File: config.mk
export PLATFORM = sky130hd
export DESIGN_NAME = adsr_eg_gate
export DESIGN_NICKNAME = d
export VERILOG_FILES = /design/src/hdl/adsr_eg_pkg.sv /design/src/hdl/adsr_eg_gate.sv
export SDC_FILE = /design/constraint.sdc
export NUM_CORES = 1
export LEC_CHECK = 0
export BUFFER_PORTS_ARGS = -buffer_cell sky130_fd_sc_hd__buf_2
export CAP_MARGIN = 40
export CORE_MARGIN = 1.5
export CORE_UTILIZATION = 50
export DETAILED_ROUTE_END_ITERATION = 7
export PLACE_DENSITY = 0.71
export SYNTH_ARGS = -nofsm -noshare
export SYNTH_HDL_FRONTEND = slang
export SYNTH_SLANG_ARGS = --single-unit
export TNS_END_PERCENT = 1
File: constraint.sdc
create_clock -name vclk -period 13.4
set_input_delay 0.67 -clock vclk [all_inputs]
set_output_delay 0.67 -clock vclk [all_outputs]
set_load 0.02 [all_outputs]
File: src/hdl/adsr_eg_pkg.sv
package adsr_eg_pkg;

   // envelope stages as shown on the result channel
   typedef enum logic [2:0] {
      ST_IDLE    = 3'd0,
      ST_ATTACK  = 3'd1,
      ST_DECAY   = 3'd2,
      ST_SUSTAIN = 3'd3,
      ST_RELEASE = 3'd4
   } stage_type;

   // request operations
   typedef enum logic [1:0] {
      OP_TICK     = 2'd0,
      OP_NOTE_ON  = 2'd1,
      OP_NOTE_OFF = 2'd2,
      OP_ALL_OFF  = 2'd3
   } op_type;

   // configuration register indexes
   localparam int unsigned CSR_INDEX_W = 3;
   localparam int unsigned CSR_DATA_W  = 17;
   localparam logic [CSR_INDEX_W-1:0] CSR_TRIGGER_MODE   = 3'd0;
   localparam logic [CSR_INDEX_W-1:0] CSR_OPEN_THRESHOLD = 3'd1;
   localparam logic [CSR_INDEX_W-1:0] CSR_SUSTAIN_LEVEL  = 3'd2;
   localparam logic [CSR_INDEX_W-1:0] CSR_ATTACK_COEFF   = 3'd3;
   localparam logic [CSR_INDEX_W-1:0] CSR_DECAY_COEFF    = 3'd4;
   localparam logic [CSR_INDEX_W-1:0] CSR_RELEASE_COEFF  = 3'd5;

   // level format, 1.0 = 65536
   localparam logic [16:0] LVL_ONE = 17'd65536;
   // detector and threshold format, 1.0 = 16384
   localparam logic [14:0] THR_MAX = 15'd16384;
   // held note counter saturation
   localparam logic [10:0] HELD_MAX = 11'd1024;

   // overshooting pole targets
   localparam logic signed [17:0] ATK_TGT = 18'sd81920;
   localparam logic signed [17:0] REL_TGT = -18'sd1966;

   // stage end bounds on the stepped level
   localparam logic signed [21:0] ATK_END = 22'sd65530;
   localparam logic signed [21:0] SEG_EPS = 22'sd6;

   // gate decision handed from the gate logic to the core
   typedef struct packed {
      logic gate;
      logic armed;
      logic retrig;
   } gate_result_type;

endpackage

File: src/hdl/adsr_eg_gate.sv
module adsr_eg_gate (
   input  logic                         trigger_mode,
   input  logic [14:0]                  threshold,
   input  logic [15:0]                  detector,
   input  logic                         gate_cur,
   input  logic                         armed_cur,
   input  logic                         held_nonzero,
   input  logic                         retrig_pending,
   output adsr_eg_pkg::gate_result_type result
);
   import adsr_eg_pkg::*;

   logic [14:0] thr_sat;
   logic [19:0] det_x10;
   logic [19:0] thr_x7;
   logic        below;

   // hysteresis compare: detector under 0.7 of the threshold
   always_comb begin
      thr_sat = (threshold > THR_MAX) ? THR_MAX : threshold;
      det_x10 = 20'(detector) * 20'd10;
      thr_x7  = 20'(thr_sat) * 20'd7;
      below   = det_x10 < thr_x7;
   end

   // gate decision for one tick
   always_comb begin
      result.gate   = gate_cur;
      result.armed  = armed_cur;
      result.retrig = 1'b0;
      if (!trigger_mode) begin
         // transient detector with re-arming
         if (!gate_cur && armed_cur && (20'(detector) >= 20'(thr_sat))) begin
            result.gate   = 1'b1;
            result.armed  = 1'b0;
            result.retrig = 1'b1;
         end else if (gate_cur && below) begin
            result.gate = 1'b0;
         end
         if (!result.gate && below) begin
            result.armed = 1'b1;
         end
      end else begin
         // held note count, pending note-on retriggers
         result.gate = held_nonzero | retrig_pending;
         result.retrig = retrig_pending;
      end
   end

endmodule

Word level (Yosys, flattened, before mapping) --
Cells that the tools add are included.
Cells by class: divide/modulo/power cells 0, bitwise gates (word level) 1, muxes and demuxes 9, shift-type cells 0, add/subtract/negate cells 0, reduce and logical (&&, ||, !) cells 6, order comparisons 3, multipliers 2, eq/ne operators 0
Operators by type and width (count):
- $lt A20 B18 Y1 | 1
- $mul A16 B3 Y19 const B | 1
- $mul A15 B3 Y18 const B | 1
- $ge A16 B15 Y1 | 1
- $gt A15 B15 Y1 const B | 1
- $mux W15 | 1
- $mux W1 | 7
- $logic_and A1 B1 Y1 | 4
- $logic_not A1 Y1 | 2
- $mux W2 | 1
- $or A1 B1 Y1 | 1
Storage, ports and cells: memories 0, bits in writable memories 0, bits in read-only memories 0, register bits 0, bits in latches 0, output and inout bits 3, input port bits 36

Longest topological paths before layout --
depth in word-level cells 12, gate-level depth with buffers 21, mapped depth without buffers 20

Worst setup path before layout --
OpenSTA, ideal clock, no wires.
path kind input-to-output, from in threshold[14], to out result[2] (netlist name), slack 8.029 ns, cell stages on the path 19, data arrival time 4.701 ns, cells stage by stage clkinv_1 buf_1 nand2_1 inv_1 fa_1 ha_1 a211o_1 a2111o_1 a31oi_1 o21bai_1 a21oi_1 xor2_1 ha_1 nand4_1 nor4_1 a311oi_1 o211ai_1 a31o_1 a221o_1
RTL lines:
- start, declared | line adsr_eg_gate.sv:3 | input logic [14:0] threshold,
- end, declared | line adsr_eg_gate.sv:9 | output adsr_eg_pkg::gate_result_type result

==> results.yml <==
status:
  outcome: "finished clean"
sta:
  finalCritPeriodShare: 0.453
  rsz0062_at_grt: "false"
  setup_viol: 0
  drv_slew: 0
  worst_slew_pin_slew_ns: 0.418
  fmaxAchievable_ghz: 0.165
  tns_ns: 0
  fin_crit_ns: 6.07
  worst_slack_ns: 7.33
  hold_viol: 0
  slew_headroom: 0.714
cells_and_area:
  seq_area_um2: 0
  clock_buffers: 0
  drive_above_1_share: 0.124
  flops_and_latches: 0
  nets: 505
  antenna_cells: 0
  area_growth_pct: 9.48
  finalNonFillerCells: 448
detailed_routing:
  drt_wl_total_mm: 6.43
  dr_wl_met2_mm: 2.93
  vias: 2607
  drtIter0Drc: 80
  wl_per_cell_um: 14.3
  m1WireLength_mm: 3.21
  via_per_inst: 5.82
  drtPass1Iterations: 4
  wl_met3_um: 231
  postRouteAntennaNets: 0
  drcViolationCount: 0
  routed.top_layer: "met4"
global_routing:
  antenna_found_initial: 0
  track_usage: 0.220
  grt_max_degree: 19
  grt_pass1_wl_mm: 10.9
  grt_pass1_vias: 2440
  grt-ovfl-total: 0
logic_synthesis:
  synth_top_cells_by_count: "74 x ha_1, 36 x a21oi_1, 34 x inv_1"
  synth.most_common_cell: "ha_1"
  syn_nets: 468
  ys_seq_area_frac: 0
  yosys.area.top_type: "ha_1"
  avgSynthCellArea_um2: 7.97
  syn-cell-area_um2: 2730
  ys_warn_count: 0
  ys_types: 55
  yosysTopAreaCellShare: 0.339
  yosys-top-cells-area: "ha_1 34%, fa_1 11%, a21oi_1 6.6%"
  syn_inst: 343
die:
  die_h_um: 76.9
  fp.dieW_um: 76.9
  die_area_um2: 5920
  rows: 26
  design.core.area_um2: 5170
  ios: 39
  start_util: 0.528
placed_design:
  gp_congestion: 0.865
  place_inst: 448
  pre_cts_ws_ns: 7.34
  io_buffers: 39
  hpwl_mm: 5.79
setup_path:
  cp-start-kind: "primary input"
  cp_max_fo: 18
  endpoint_kind: "primary output"
  worstPathRequired_ns: 12.73
  crit_start: "threshold[14]"
  worstPathArrival_ns: 5.40
  path_class: "in2out"
cts:
  post_cts_buffers: 0
  cts_resized: 0
  hold_buffers: 0
hold_path:
  hold_path.class: "in2out"
  hold_path_startpoint: "retrig_pending"
power:
  p_leak_nw: 1.56
  pwr_density_cell_nw_per_um2: 60.6
  ir_drop_uv: 27.5
flow_run:
  drv_cap: 0
## kinds of logic after synthesis
logic type               Yosys count  synth area share
XOR/XNOR                          20            0.0641
adder cells (fa/ha/maj)           89             0.449
multiplexers                       1           0.00366
buffers and inverters             39            0.0568
AO/OA/AOI/OAI                    112             0.271
AND/OR/NAND/NOR                   82             0.156
## layout by cell type (no fill, tap or decap), drive strengths merged, types with 2 or more instances in the layout
cell type | Yosys | layout
a2111oi | 2 | 2
a211oi | 3 | 3
a21o | 7 | 7
a21oi | 36 | 36
a22oi | 2 | 2
a311oi | 3 | 3
a31o | 4 | 4
and2 | 2 | 2
and2b | 2 | 2
and3 | 3 | 3
buf | 3 | 39
fa | 15 | 15
ha | 74 | 74
inv | 34 | 34
nand2 | 25 | 25
nand2b | 4 | 4
nand3 | 6 | 6
nand4 | 6 | 6
nor2 | 14 | 14
nor2b | 6 | 6
nor3 | 2 | 2
nor4 | 4 | 4
o211ai | 6 | 6
o21a | 8 | 8
o21ai | 18 | 18
o21bai | 5 | 5
o31a | 4 | 4
or2 | 2 | 2
or3 | 2 | 2
or4 | 2 | 2
xnor2 | 12 | 12
xor2 | 8 | 8
## area by class of cell
| cell class | instances | area [um2] |
|---|---|---|
| Fill cell | 497 | 2180 |
| Tap cell | 70 | 87.6 |
| Timing Repair Buffer | 39 | 195 |
| Multi-Input combinational cell | 304 | 2580 |
| Inverter | 35 | 131 |
## stage by stage
step / area (um2) / util / hold slack (ns) / total power, W
3_5_place_dp: 2990 / 0.578 / 1.70 / 0.000180
3_3_place_gp: 2990 / 0.578 / 1.69 / 0.000176
4_1_cts: 2990 / 0.578 / 1.70 / 0.000181
2_1_floorplan: 2730 / - / 1.52 / 0.000135
5_1_grt: 2990 / 0.578 / 1.73 / 0.000208
6_report: 2990 / 0.578 / 1.70 / 0.000181
## power by group
part	leakage, nW	internal, W	switching, W
Combinational	1.56	0.0000786	0.000103
Clock	0	0	0
Sequential	0	0	0
## worst paths after layout
kind	to	slack [ns]	cells past startpoint
setup / recovery	result[2]	7.33	20
hold / removal	result[0]	1.70	3
## routing by layer
layer  track usage  vias up
met5             0        -
met4        0.0222        0
met3       0.00833        6
met2         0.376       50
met1         0.316     1203
li1              -     1348
## worst max-delay path, cell delays in order
cell and delay (ns):
buf_2 0.16, clkinv_1 0.38, nand2_1 0.31, inv_1 0.11, fa_1 0.49, ha_1 0.33, a211o_1 0.28, a2111o_1 0.39
a31oi_1 0.26, o21bai_1 0.09, a21oi_1 0.18, xor2_1 0.20, ha_1 0.28, nand4_1 0.12, nor4_1 0.06, a311oi_1 0.27
o211ai_1 0.16, a31o_1 0.23, a221o_1 0.26, buf_2 0.16
Power figures use the tool's default switching activity.
